===== src/rtl/sfd_pkg.sv =====
// ----------------------------------------------------------------------------
// sfd_pkg: shared types and constants for the sample frame deframer
// Field widths of the link word and the result beat, and the result record.
// ----------------------------------------------------------------------------
package sfd_pkg;

  localparam int unsigned WORD_W   = 16;
  localparam int unsigned SAMPLE_W = 12;
  localparam int unsigned LEN_W    = 12;
  localparam int unsigned DIG_W    = 8;

  // result kinds
  localparam logic KIND_SAMPLE    = 1'b0;
  localparam logic KIND_OVERSIZE  = 1'b1;

  // link word fields
  localparam int unsigned HEADER_FLAG_BIT = 15;

  typedef struct packed {
    logic                kind;
    logic [SAMPLE_W-1:0] sample_value;
    logic                frame_last;
    logic [DIG_W-1:0]    digital_bits;
    logic [LEN_W-1:0]    header_length;
  } result_t;

endpackage


===== src/rtl/sfd_if.sv =====
// ----------------------------------------------------------------------------
// sfd_in_if / sfd_out_if: valid/ready channels of the deframer
// Input channel carries one link word a beat, output channel one result.
// ----------------------------------------------------------------------------
interface sfd_in_if;
  logic                         valid;
  logic                         ready;
  logic [sfd_pkg::WORD_W-1:0]   link_word;

  modport source (output valid, output link_word, input ready);
  modport sink   (input valid, input link_word, output ready);
endinterface

interface sfd_out_if;
  logic                         valid;
  logic                         ready;
  logic                         kind;
  logic [sfd_pkg::SAMPLE_W-1:0] sample_value;
  logic                         frame_last;
  logic [sfd_pkg::DIG_W-1:0]    digital_bits;
  logic [sfd_pkg::LEN_W-1:0]    header_length;

  modport source (output valid, output kind, output sample_value, output frame_last,
                  output digital_bits, output header_length, input ready);
  modport sink   (input valid, input kind, input sample_value, input frame_last,
                  input digital_bits, input header_length, output ready);
endinterface


===== src/rtl/sfd_frame_ctrl.sv =====
// ----------------------------------------------------------------------------
// sfd_frame_ctrl: header hunt, frame count and digital-input assembly
// Holds the framing state; for each accepted word it produces at most one
// result combinationally and updates the state at the clock edge.
// ----------------------------------------------------------------------------
module sfd_frame_ctrl #(
  parameter int unsigned MAX_FRAME_WORDS = 512
) (
  input  logic                         clk,
  input  logic                         rst_n,
  input  logic                         step,
  input  logic [sfd_pkg::WORD_W-1:0]   word,
  output logic                         res_valid,
  output sfd_pkg::result_t             res
);

  localparam int unsigned CNT_W = $clog2(MAX_FRAME_WORDS + 1);

  logic                      in_payload_r, in_payload_nxt;
  logic [CNT_W-1:0]          words_left_r, words_left_nxt;
  logic [1:0]                word_pos_r, word_pos_nxt;
  logic [sfd_pkg::DIG_W-1:0] dig_accum_r, dig_accum_nxt;
  logic [sfd_pkg::DIG_W-1:0] dig_latest_r, dig_latest_nxt;

  logic [sfd_pkg::LEN_W-1:0] hdr_len;
  logic [2:0]                dig_field;
  logic [sfd_pkg::DIG_W-1:0] dig_merge;
  logic                      last;

  assign hdr_len   = word[sfd_pkg::LEN_W-1:0];
  assign dig_field = word[14:12];

  // place the digital bits by word position within the frame; the third word gives only its upper two
  always_comb begin
    case (word_pos_r)
      2'd0:    dig_merge = {dig_field, 5'b0};
      2'd1:    dig_merge = {3'b0, dig_field, 2'b0};
      2'd2:    dig_merge = {6'b0, dig_field[2:1]};
      default: dig_merge = '0;
    endcase
  end

  assign last = (words_left_r <= CNT_W'(1));

  // next state and result
  always_comb begin
    in_payload_nxt = in_payload_r;
    words_left_nxt = words_left_r;
    word_pos_nxt   = word_pos_r;
    dig_accum_nxt  = dig_accum_r;
    dig_latest_nxt = dig_latest_r;
    res_valid      = 1'b0;
    res            = '0;

    if (step) begin
      if (!in_payload_r) begin
        if (word[sfd_pkg::HEADER_FLAG_BIT]) begin
          if (hdr_len > sfd_pkg::LEN_W'(MAX_FRAME_WORDS)) begin
            // oversize header: report and keep hunting
            res_valid         = 1'b1;
            res.kind          = sfd_pkg::KIND_OVERSIZE;
            res.digital_bits  = dig_latest_r;
            res.header_length = hdr_len;
          end else if (hdr_len != '0) begin
            in_payload_nxt = 1'b1;
            words_left_nxt = hdr_len[CNT_W-1:0];
            word_pos_nxt   = '0;
            dig_accum_nxt  = '0;
          end
        end
      end else begin
        dig_accum_nxt = dig_accum_r | dig_merge;
        if (word_pos_r != 2'd3) begin
          word_pos_nxt = word_pos_r + 2'd1;
        end
        if (words_left_r != '0) begin
          words_left_nxt = words_left_r - CNT_W'(1);
        end
        if (last) begin
          dig_latest_nxt = dig_accum_nxt;
          in_payload_nxt = 1'b0;
          word_pos_nxt   = '0;
        end
        res_valid        = 1'b1;
        res.kind         = sfd_pkg::KIND_SAMPLE;
        res.sample_value = word[sfd_pkg::SAMPLE_W-1:0];
        res.frame_last   = last;
        res.digital_bits = dig_latest_nxt;
      end
    end
  end

  // state registers
  always_ff @(posedge clk) begin
    if (!rst_n) begin
      in_payload_r <= 1'b0;
      words_left_r <= '0;
      word_pos_r   <= '0;
      dig_accum_r  <= '0;
      dig_latest_r <= '0;
    end else begin
      in_payload_r <= in_payload_nxt;
      words_left_r <= words_left_nxt;
      word_pos_r   <= word_pos_nxt;
      dig_accum_r  <= dig_accum_nxt;
      dig_latest_r <= dig_latest_nxt;
    end
  end

endmodule


===== src/rtl/sample_frame_deframer.sv =====
// ----------------------------------------------------------------------------
// sample_frame_deframer: link word deframer for a data-acquisition link
// Hunts for headers, counts payload words out as 12-bit samples and reports
// oversize headers.
// ----------------------------------------------------------------------------
// One link word is taken per cycle while in_ch.ready is high, and its result (if any)
// appears in the output register in the next cycle. A header word with bit 15
// set opens a frame of the length in its low 12 bits; the following words are
// passed out as samples, the final one flagged with frame_last. Headers longer
// than MAX_FRAME_WORDS yield one kind-1 beat carrying the length; zero-length
// headers and non-header words while hunting yield nothing. digital_bits
// carries the digital-input byte built from bits 14:12 of the first two words
// and bits 14:13 of the third of the most recently completed frame. in_ch.ready
// is low only while the output register holds a beat that the sink is not taking.
// ----------------------------------------------------------------------------
module sample_frame_deframer #(
  parameter int unsigned MAX_FRAME_WORDS = 512
) (
  input  logic      clk,
  input  logic      rst_n,
  sfd_in_if.sink    in_ch,
  sfd_out_if.source out_ch
);

  logic             accept;
  logic             res_valid;
  sfd_pkg::result_t res;
  logic             out_valid_r;
  sfd_pkg::result_t out_data_r;

  // input beat is taken whenever the output register can be refilled
  assign in_ch.ready = !out_valid_r || out_ch.ready;
  assign accept      = in_ch.valid && in_ch.ready;

  sfd_frame_ctrl #(
    .MAX_FRAME_WORDS (MAX_FRAME_WORDS)
  ) u_ctrl (
    .clk       (clk),
    .rst_n     (rst_n),
    .step      (accept),
    .word      (in_ch.link_word),
    .res_valid (res_valid),
    .res       (res)
  );

  // output register
  always_ff @(posedge clk) begin
    if (!rst_n) begin
      out_valid_r <= 1'b0;
    end else if (in_ch.ready) begin
      out_valid_r <= accept && res_valid;
    end
  end

  always_ff @(posedge clk) begin
    if (accept && res_valid) begin
      out_data_r <= res;
    end
  end

  assign out_ch.valid         = out_valid_r;
  assign out_ch.kind          = out_data_r.kind;
  assign out_ch.sample_value  = out_data_r.sample_value;
  assign out_ch.frame_last    = out_data_r.frame_last;
  assign out_ch.digital_bits  = out_data_r.digital_bits;
  assign out_ch.header_length = out_data_r.header_length;

endmodule

===== src/flat_wrapper.sv =====
// flat-port wrapper written by rule: the top's interface ports become plain ports
module sample_frame_deframer_flat 
#(
  parameter int unsigned MAX_FRAME_WORDS = 512
)
  (clk, rst_n, in_ch_valid, in_ch_link_word, in_ch_ready, out_ch_valid, out_ch_kind, out_ch_sample_value, out_ch_frame_last, out_ch_digital_bits, out_ch_header_length, out_ch_ready);
  sfd_in_if in_ch_i ();
  sfd_out_if out_ch_i ();
  input  logic clk;
  input  logic rst_n;
  input wire logic [$bits(in_ch_i.valid)-1:0] in_ch_valid;
  input wire logic [$bits(in_ch_i.link_word)-1:0] in_ch_link_word;
  output wire logic [$bits(in_ch_i.ready)-1:0] in_ch_ready;
  output wire logic [$bits(out_ch_i.valid)-1:0] out_ch_valid;
  output wire logic [$bits(out_ch_i.kind)-1:0] out_ch_kind;
  output wire logic [$bits(out_ch_i.sample_value)-1:0] out_ch_sample_value;
  output wire logic [$bits(out_ch_i.frame_last)-1:0] out_ch_frame_last;
  output wire logic [$bits(out_ch_i.digital_bits)-1:0] out_ch_digital_bits;
  output wire logic [$bits(out_ch_i.header_length)-1:0] out_ch_header_length;
  input wire logic [$bits(out_ch_i.ready)-1:0] out_ch_ready;
  assign in_ch_i.valid = in_ch_valid;
  assign in_ch_i.link_word = in_ch_link_word;
  assign in_ch_ready = in_ch_i.ready;
  assign out_ch_valid = out_ch_i.valid;
  assign out_ch_kind = out_ch_i.kind;
  assign out_ch_sample_value = out_ch_i.sample_value;
  assign out_ch_frame_last = out_ch_i.frame_last;
  assign out_ch_digital_bits = out_ch_i.digital_bits;
  assign out_ch_header_length = out_ch_i.header_length;
  assign out_ch_i.ready = out_ch_ready;
  sample_frame_deframer #(.MAX_FRAME_WORDS(MAX_FRAME_WORDS)) u_core (.clk(clk), .rst_n(rst_n), .in_ch(in_ch_i), .out_ch(out_ch_i));
endmodule

===== config.mk =====
export PLATFORM = sky130hd
export DESIGN_NAME = sample_frame_deframer_flat
export DESIGN_NICKNAME = d
export VERILOG_FILES = /design/src/rtl/sfd_pkg.sv /design/src/rtl/sfd_if.sv /design/src/rtl/sfd_frame_ctrl.sv /design/src/rtl/sample_frame_deframer.sv /design/src/flat_wrapper.sv
export SDC_FILE = /design/constraint.sdc
export NUM_CORES = 1
export LEC_CHECK = 0
export ABC_CLOCK_PERIOD_IN_PS = 2430
export BUFFER_PORTS_ARGS = -buffer_cell sky130_fd_sc_hd__buf_2
export CORE_AREA = 2 2 103 105
export CTS_BUF_LIST = sky130_fd_sc_hd__clkbuf_8
export DETAILED_ROUTE_END_ITERATION = 10
export DIE_AREA = 0 0 105 107
export GPL_TIMING_DRIVEN = 0
export SETUP_SLACK_MARGIN = 0.05
export SYNTH_ARGS = -nofsm -noshare
export SYNTH_HDL_FRONTEND = slang
export SYNTH_HIERARCHICAL = 1
export SYNTH_SLANG_ARGS = --single-unit

===== constraint.sdc =====
create_clock -name clk -period 2.43 [get_ports clk]
set_input_delay 0.486 -clock clk [delete_from_list [all_inputs] [get_ports clk]]
set_output_delay 0.486 -clock clk [all_outputs]
set_load 0.02 [all_outputs]

==> metrics, run 1 <==
vias in the first global route=2377; dominant synthesized flop cell=edfxtp_1; area of the mapped netlist=2990 um2; post-route insts no fill=489; yosys warns=6; Worst Hold Path EP=u_core/out_ch.valid$_SDFFE_PN0P_; synthesis-to-finish area growth=23.1%; type of the most critical hold path=in -> reg; minimum period implied by the final worst setup slack=2.22 ns; clock root cell=clkbuf_8; Via density=4.94; wire per inst=14.4 um; wire length of the first global-routing pass=11500 um; total chip power=2.17 mW; overall die width=105 um; worst hold path depth=2; number of buffers inserted by port buffering=55; register clock-pin slew on the reported worst setup and hold paths=0.07 ns; Vert. Die Dim=107 um; number of placed instances, taps included=468; Leakage=1.38 nW; gr usage total=0.128; max frequency=451 MHz; proportion of layout cells with a drive suffix above 1=0.272; hold-fix buffers at CTS=0; sequential element share of the synthesized area=0.543; ANT nets after route=0; worst setup slack after placement=-0.250 ns; setup clock skew after layout=0.00823 ns; number of instances in the synthesized netlist=277; half-perimeter wire length of the detailed placement result=4970 um; internal reg-to-reg setup slack=0.21 ns; Post-synth ARST share=0; first drt pass iteration count=4; insertion delay to the later sink of the worst-skew pair=0.33 ns; average instance area after synthesis=10.8 um2; detailed-route DRC error count=0; maximum number of pins on one net before global-route repair=18; Max Cap Viol=0; Longest Clk Path Bufs=2; number of flops mapped to enable cells by yosys=34; total non-filler cell area in the finished layout=3670 um2; overflow left after global routing=0; Synth area leader=edfxtp_1; critical path required time=2.52 ns; total detailed-routing wirelength=7030 um; layout filler cell count=1036; type of element launching the critical path=flop; top cell type's share of synthesized area=0.342; endpoint type of the worst setup path=flop; total via count in the routed design=2417; gp weighted congestion=0.835; Syn Nets=304; total clock sinks=64; top cells by area in the synthesized netlist=edfxtp_1 34%, dfxtp_1 20%, a21oi_1 3.9%, ha_1 2.9%, nor2_1 2.6%; maximum level of the CTS H-tree=3; core region area=10100 um2; antenna violations before repair=0; Cell Pwr Density=590 nW/um2; endpoint of the most critical register-to-register path=u_core/out_ch.digital_bits[5]$_DFFE_PP_; number of diodes added for antenna fixing=0; aggregate negative setup slack=0 ns; outcome=completed; # setup viols final=0; max-slew violations=0; final worst slack=0.213 ns; Slew HR=0.591; final hold viol count=0; period utilisation layout=0.912; Worst-Margin Slew=0.613 ns; Post-Route Utilization=0.364; Worst VDD drop=226 uV; starting DRC count in detailed routing=182; Starting Density=0.296; Synth Register Bits=64; worst-case hold slack=0.402 ns; Top Ports=56; TritonCTS clock tree=done; worst-path maximum fanout=8; row count=37; area of the die=11200 um2; launch instance of the worst register-to-register path=u_core/u_ctrl/words_left_r[4]$_SDFFE_PN0P_; startpoint-to-endpoint class of the critical path=reg -> reg; r2r worst-path depth=5; number of nets in the finished design=375; unrepaired setup endpoints after global routing=no; distinct cell type count after synthesis=54; launch point of the worst hold path=rst_n; area after detailed placement=3430 um2; endpoint arrival time on the critical path=2.30 ns; total CTS buffers=9
## placed cells by master, fill, tap and decap left out, drive strengths merged, types with 3 or more instances in the layout
cell and instances:
nor2 22, nor3 8, clkinv 5, o21ai 6, or3 6, a31oi 5
edfxtp 34, mux2i 3, clkbuf 23, a31o 3, nor2b 5, o2bb2ai 5
and3 11, a21o 4, and2 13, or4 3, a21oi 23, nor4 4
o32ai 3, nand3b 3, buf 61, dfxtp 30, a211oi 6, nand3 8
inv 8, a22o 3, ha 7, nand2 19
## how the worst max path moves through the flow
stage | from | to | slack [ns] | cells past startpoint
2_1_floorplan | out_ch_ready | u_core/out_ch.digital_bits[0]$_DFFE_PP_ | 0.21 | 6
3_3_place_gp | out_ch_ready | u_core/out_ch.digital_bits[6]$_DFFE_PP_ | -0.20 | 7
3_5_place_dp | out_ch_ready | u_core/out_ch.digital_bits[7]$_DFFE_PP_ | -0.25 | 7
4_1_cts | u_core/u_ctrl/in_payload_r$_SDFFE_PN0P_ | u_core/out_ch.digital_bits[3]$_DFFE_PP_ | 0.04 | 5
5_1_grt | u_core/u_ctrl/in_payload_r$_SDFFE_PN0P_ | u_core/out_ch.digital_bits[3]$_DFFE_PP_ | 0.12 | 6
6_report | u_core/u_ctrl/words_left_r[4]$_SDFFE_PN0P_ | u_core/out_ch.digital_bits[5]$_DFFE_PP_ | 0.21 | 5
## metal layers
layer  vias up  wire, um  track usage
li1       1182         -            -
met1      1147      3080        0.160
met2        75      3470        0.216
met3        13       349       0.0207
met4         0       125       0.0638
met5         -         0            0
## cell type report
cell class	instances	area (um2)	share of cell area
multi-input cells	191	1280	0.348
flip-flops and latches	64	1620	0.441
plain buffers	14	70.1	0.0191
well taps	136	170	0.0463
repair buffers	59	318	0.0865
inverters	9	38.8	0.0106
clock inverters	5	25.0	0.00681
clock buffers	11	151	0.0412
## synthesized netlist by cell type, types with 2 or more instances
| cell type | instances |
|---|---|
| ha_1 | 7 |
| o32ai_1 | 3 |
| a31oi_1 | 5 |
| nand3b_1 | 3 |
| inv_1 | 6 |
| nor3_1 | 8 |
| dfxtp_1 | 30 |
| a32o_1 | 2 |
| o21ai_0 | 6 |
| mux2i_1 | 3 |
| nor4_1 | 4 |
| edfxtp_1 | 34 |
| a31o_2 | 3 |
| clkbuf_1 | 12 |
| nand4_1 | 2 |
| nand2_1 | 19 |
| or3_1 | 5 |
| and3_1 | 11 |
| o2bb2ai_1 | 5 |
| and2_1 | 12 |
| a21oi_1 | 23 |
| clkinv_1 | 2 |
| a21o_1 | 4 |
| a211oi_2 | 5 |
| nor2b_1 | 3 |
| nand3_1 | 7 |
| nor2_1 | 21 |
| a221oi_1 | 2 |
| xnor2_1 | 2 |
| a22o_1 | 3 |
| or4_1 | 2 |
## cells by family after synthesis
family / share of synthesized area
xor gates and xnor gates: 0.00587
muxes: 0.0101
buffers and inverters: 0.0365
adders and majority gates: 0.0293
DFF: 0.543
and+or+nand+nor: 0.204
AOI/OAI and AO/OA: 0.171
## state kept, by name (all words and copies together) (netlist names)
signal,cells
u_core/out_ch.header_length,12
u_core/out_ch.sample_value,12
u_core/u_ctrl/words_left_r,10
u_core/out_ch.digital_bits,8
u_core/u_ctrl/dig_accum_r,8
u_core/u_ctrl/dig_latest_r,8
u_core/u_ctrl/word_pos_r,2
u_core/out_ch.frame_last,1
u_core/out_ch.kind,1
u_core/out_ch.valid,1
u_core/u_ctrl/in_payload_r,1
## worst max-delay path, stage by stage, from the launching register on
cell and delay, ns:
dfxtp_1 0.38, or4_4 0.59, or3_4 0.38, nor2_4 0.18, o21bai_2 0.17, a22o_1 0.27
## repair_timing
action | in CTS | in global routing
resized for setup | 1 | 2
cloned | 1 | 0
setup endpoints to repair | 34 | 23
buffers inserted | 3 | 1
## report_power, final
group / total [mW] / switching [mW] / leakage, nW / internal [mW]
sequential: 1.17 / 0.00854 / 0.558 / 1.16
clock: 0.805 / 0.390 / 0.0977 / 0.415
combinational: 0.199 / 0.128 / 0.723 / 0.0705
(Power assumes the default switching activity.)
==> inputs of run 2 (changes only) <==
Settings changed: GPL_TIMING_DRIVEN 0 to 1.
==> run 2 against run 1 <==
Net effect:
- maximum frequency fell by 3.0%
- hold slack improved by 0.053 ns
- critical path depth did not move
- cell area rose by 1.0%
- sequential power barely moved
- die area did not move
- sequential share of layout area fell by 0.45 points
- core utilization rose by 0.37 points
- first-iteration DRC count rose by 1.1%
- clock power fell by 4.8%
- total power fell by 1.3%
- combinational power rose by 6%
- critical path type unchanged
==> metrics, run 2 (synthesis gave the netlist of run 1 again) <==
outcome=completed; row count=37 (unchanged); overflow left after global routing=0 (unchanged); Worst-Margin Slew=0.872 ns (+0.259 ns); layout filler cell count=1017 (-1.8%); Leakage=1.43 nW (+3.3%); Vert. Die Dim=107 um (unchanged); Post-Route Utilization=0.368 (+0.00372); period utilisation layout=0.940 (+0.0280); maximum level of the CTS H-tree=3 (unchanged); number of nets in the finished design=381 (+1.6%); clock root cell=clkbuf_8; wire length of the first global-routing pass=11100 um (-3.0%); endpoint arrival time on the critical path=2.38 ns (+0.08 ns); antenna violations before repair=0 (unchanged); first drt pass iteration count=4 (unchanged); total CTS buffers=9 (unchanged); total via count in the routed design=2387 (-1.2%); critical path required time=2.52 ns (about the same); maximum number of pins on one net before global-route repair=35 (+17); area of the die=11200 um2 (unchanged); proportion of power drawn by the clock network=0.358 (-0.013); Cell Int Power=1.60 mW (-2.7%); synthesis-to-finish area growth=24.4%; type of element launching the critical path=flop; starting DRC count in detailed routing=184 (+1.1%); TritonCTS clock tree=done; Longest Clk Path Bufs=2 (unchanged); proportion of layout cells with a drive suffix above 1=0.315 (+0.0428); Slew HR=0.417 (-0.174); Top Ports=56 (unchanged); unrepaired setup endpoints after global routing=no; register clock-pin slew on the reported worst setup and hold paths=0.07 ns (about the same); # setup viols final=0 (unchanged); switching share of power=0.254 (+0.0105); max frequency=438 MHz (-3.0%); minimum period implied by the final worst setup slack=2.29 ns (+0.0681 ns); Worst VDD drop=209 uV (-7.6%); total of cells resized after clock tree synthesis=0 (-1); aggregate negative setup slack=0 ns (unchanged); Critical Path, Cell by Cell=or4_4 > or3_4 > nor2_4 > o21bai_1 > a22o_1; register share of total power=0.545 (+0.008); worst setup slack after placement=0.0564 ns (+0.307 ns); Comb power frac=0.098 (+0.006); ANT nets after route=0 (unchanged); vias in the first global route=2183 (-8.2%); setup clock skew after layout=0.0131 ns (+0.00487 ns); Via density=4.82 (-2.4%); wire per inst=14.2 um (-0.90%); insertion delay to the later sink of the worst-skew pair=0.34 ns (about the same); longest individual stage delay on the worst path=0.59 ns (about the same); Switch Pwr=0.543 mW (+2.9%); master of the slowest instance on the critical path=or4_4; leading cell types in the layout, fill and taps excluded=55 x buf_2, 34 x edfxtp_1, 30 x dfxtp_1; half-perimeter wire length of the detailed placement result=5210 um (+4.9%); worst-path maximum fanout=8 (unchanged); post-route insts no fill=495 (+1.2%); detailed-route DRC error count=0 (unchanged); startpoint-to-endpoint class of the critical path=reg -> reg; gr usage total=0.125 (-0.00345); gp weighted congestion=0.879 (+5.2%); number of buffers inserted by port buffering=55 (unchanged); final worst slack=0.145 ns (-0.0681 ns); number of diodes added for antenna fixing=0 (unchanged); max-slew violations=0 (unchanged); Cell Pwr Density=577 nW/um2 (-2.3%); number of placed instances, taps included=479 (+2.4%); type of the most critical hold path=reg -> reg; final hold viol count=0 (unchanged); Max Cap Viol=0 (unchanged); Starting Density=0.296 (unchanged); overall die width=105 um (unchanged); number of buffers inserted by post-CTS setup repair=0 (-3); endpoint type of the worst setup path=flop; total detailed-routing wirelength=7050 um (+0.31%); total clock sinks=64 (unchanged); hold-fix buffers at CTS=0 (unchanged); core region area=10100 um2 (unchanged); commonest non-fill, non-tap cell in the layout=buf_2
[run 2: cell type report]
type	instances	area, um2	area share
Sequential cell	64	1620	0.437
Clock buffer	9	124	0.0334
Inverter	9	38.8	0.0104
Tap cell	136	170	0.0458
Clock inverter	7	40.0	0.0108
Timing Repair Buffer	80	463	0.125
Multi-Input combinational cell	190	1250	0.338
[run 2: worst paths after layout]
kind / from / to / slack [ns] / cells past startpoint
worst max-delay path: u_core/u_ctrl/words_left_r[4]$_SDFFE_PN0P_ / u_core/out_ch.digital_bits[7]$_DFFE_PP_ / 0.14 / 5
worst min-delay path: u_core/u_ctrl/dig_accum_r[7]$_SDFFE_PN0P_ / u_core/u_ctrl/dig_accum_r[7]$_SDFFE_PN0P_ / 0.45 / 2
worst max register to register: u_core/u_ctrl/words_left_r[4]$_SDFFE_PN0P_ / u_core/out_ch.digital_bits[7]$_DFFE_PP_ / 0.14 / 5
worst min register to register: u_core/u_ctrl/dig_accum_r[7]$_SDFFE_PN0P_ / u_core/u_ctrl/dig_accum_r[7]$_SDFFE_PN0P_ / 0.45 / 2
[run 2: worst max-delay path, delay by kind of cell, from the launching register on]
family / cells / cell delay, ns
AND/OR/NAND/NOR: 3 / 1.12
AO/OA/AOI/OAI: 2 / 0.54
flip-flops: 1 / 0.37
[run 2: per-layer routing]
layer,GRT usage,part of all wire,vias up
met5,0,0,-
met4,0.0676,0.021,0
met1,0.159,0.45,1110
li1,-,-,1190
met3,0.0195,0.046,14
met2,0.204,0.48,73
[run 2: metrics by stage]
stage	power, mW	instance area (um2)	hold WS, ns
2_1_floorplan	1.31	2990	0.432
3_3_place_gp	1.40	3550	0.439
3_5_place_dp	1.40	3550	0.446
4_1_cts	2.16	3710	0.456
5_1_grt	2.22	3710	0.474
6_report	2.14	3710	0.455
[run 2: power by group through the flow]
stage / Clock (mW) / Combinational [mW] / Sequential (mW)
2_1_floorplan: 0 / 0.0956 / 1.21
3_3_place_gp: 0 / 0.208 / 1.19
3_5_place_dp: 0 / 0.209 / 1.19
4_1_cts: 0.785 / 0.210 / 1.17
5_1_grt: 0.821 / 0.226 / 1.17
6_report: 0.766 / 0.210 / 1.17
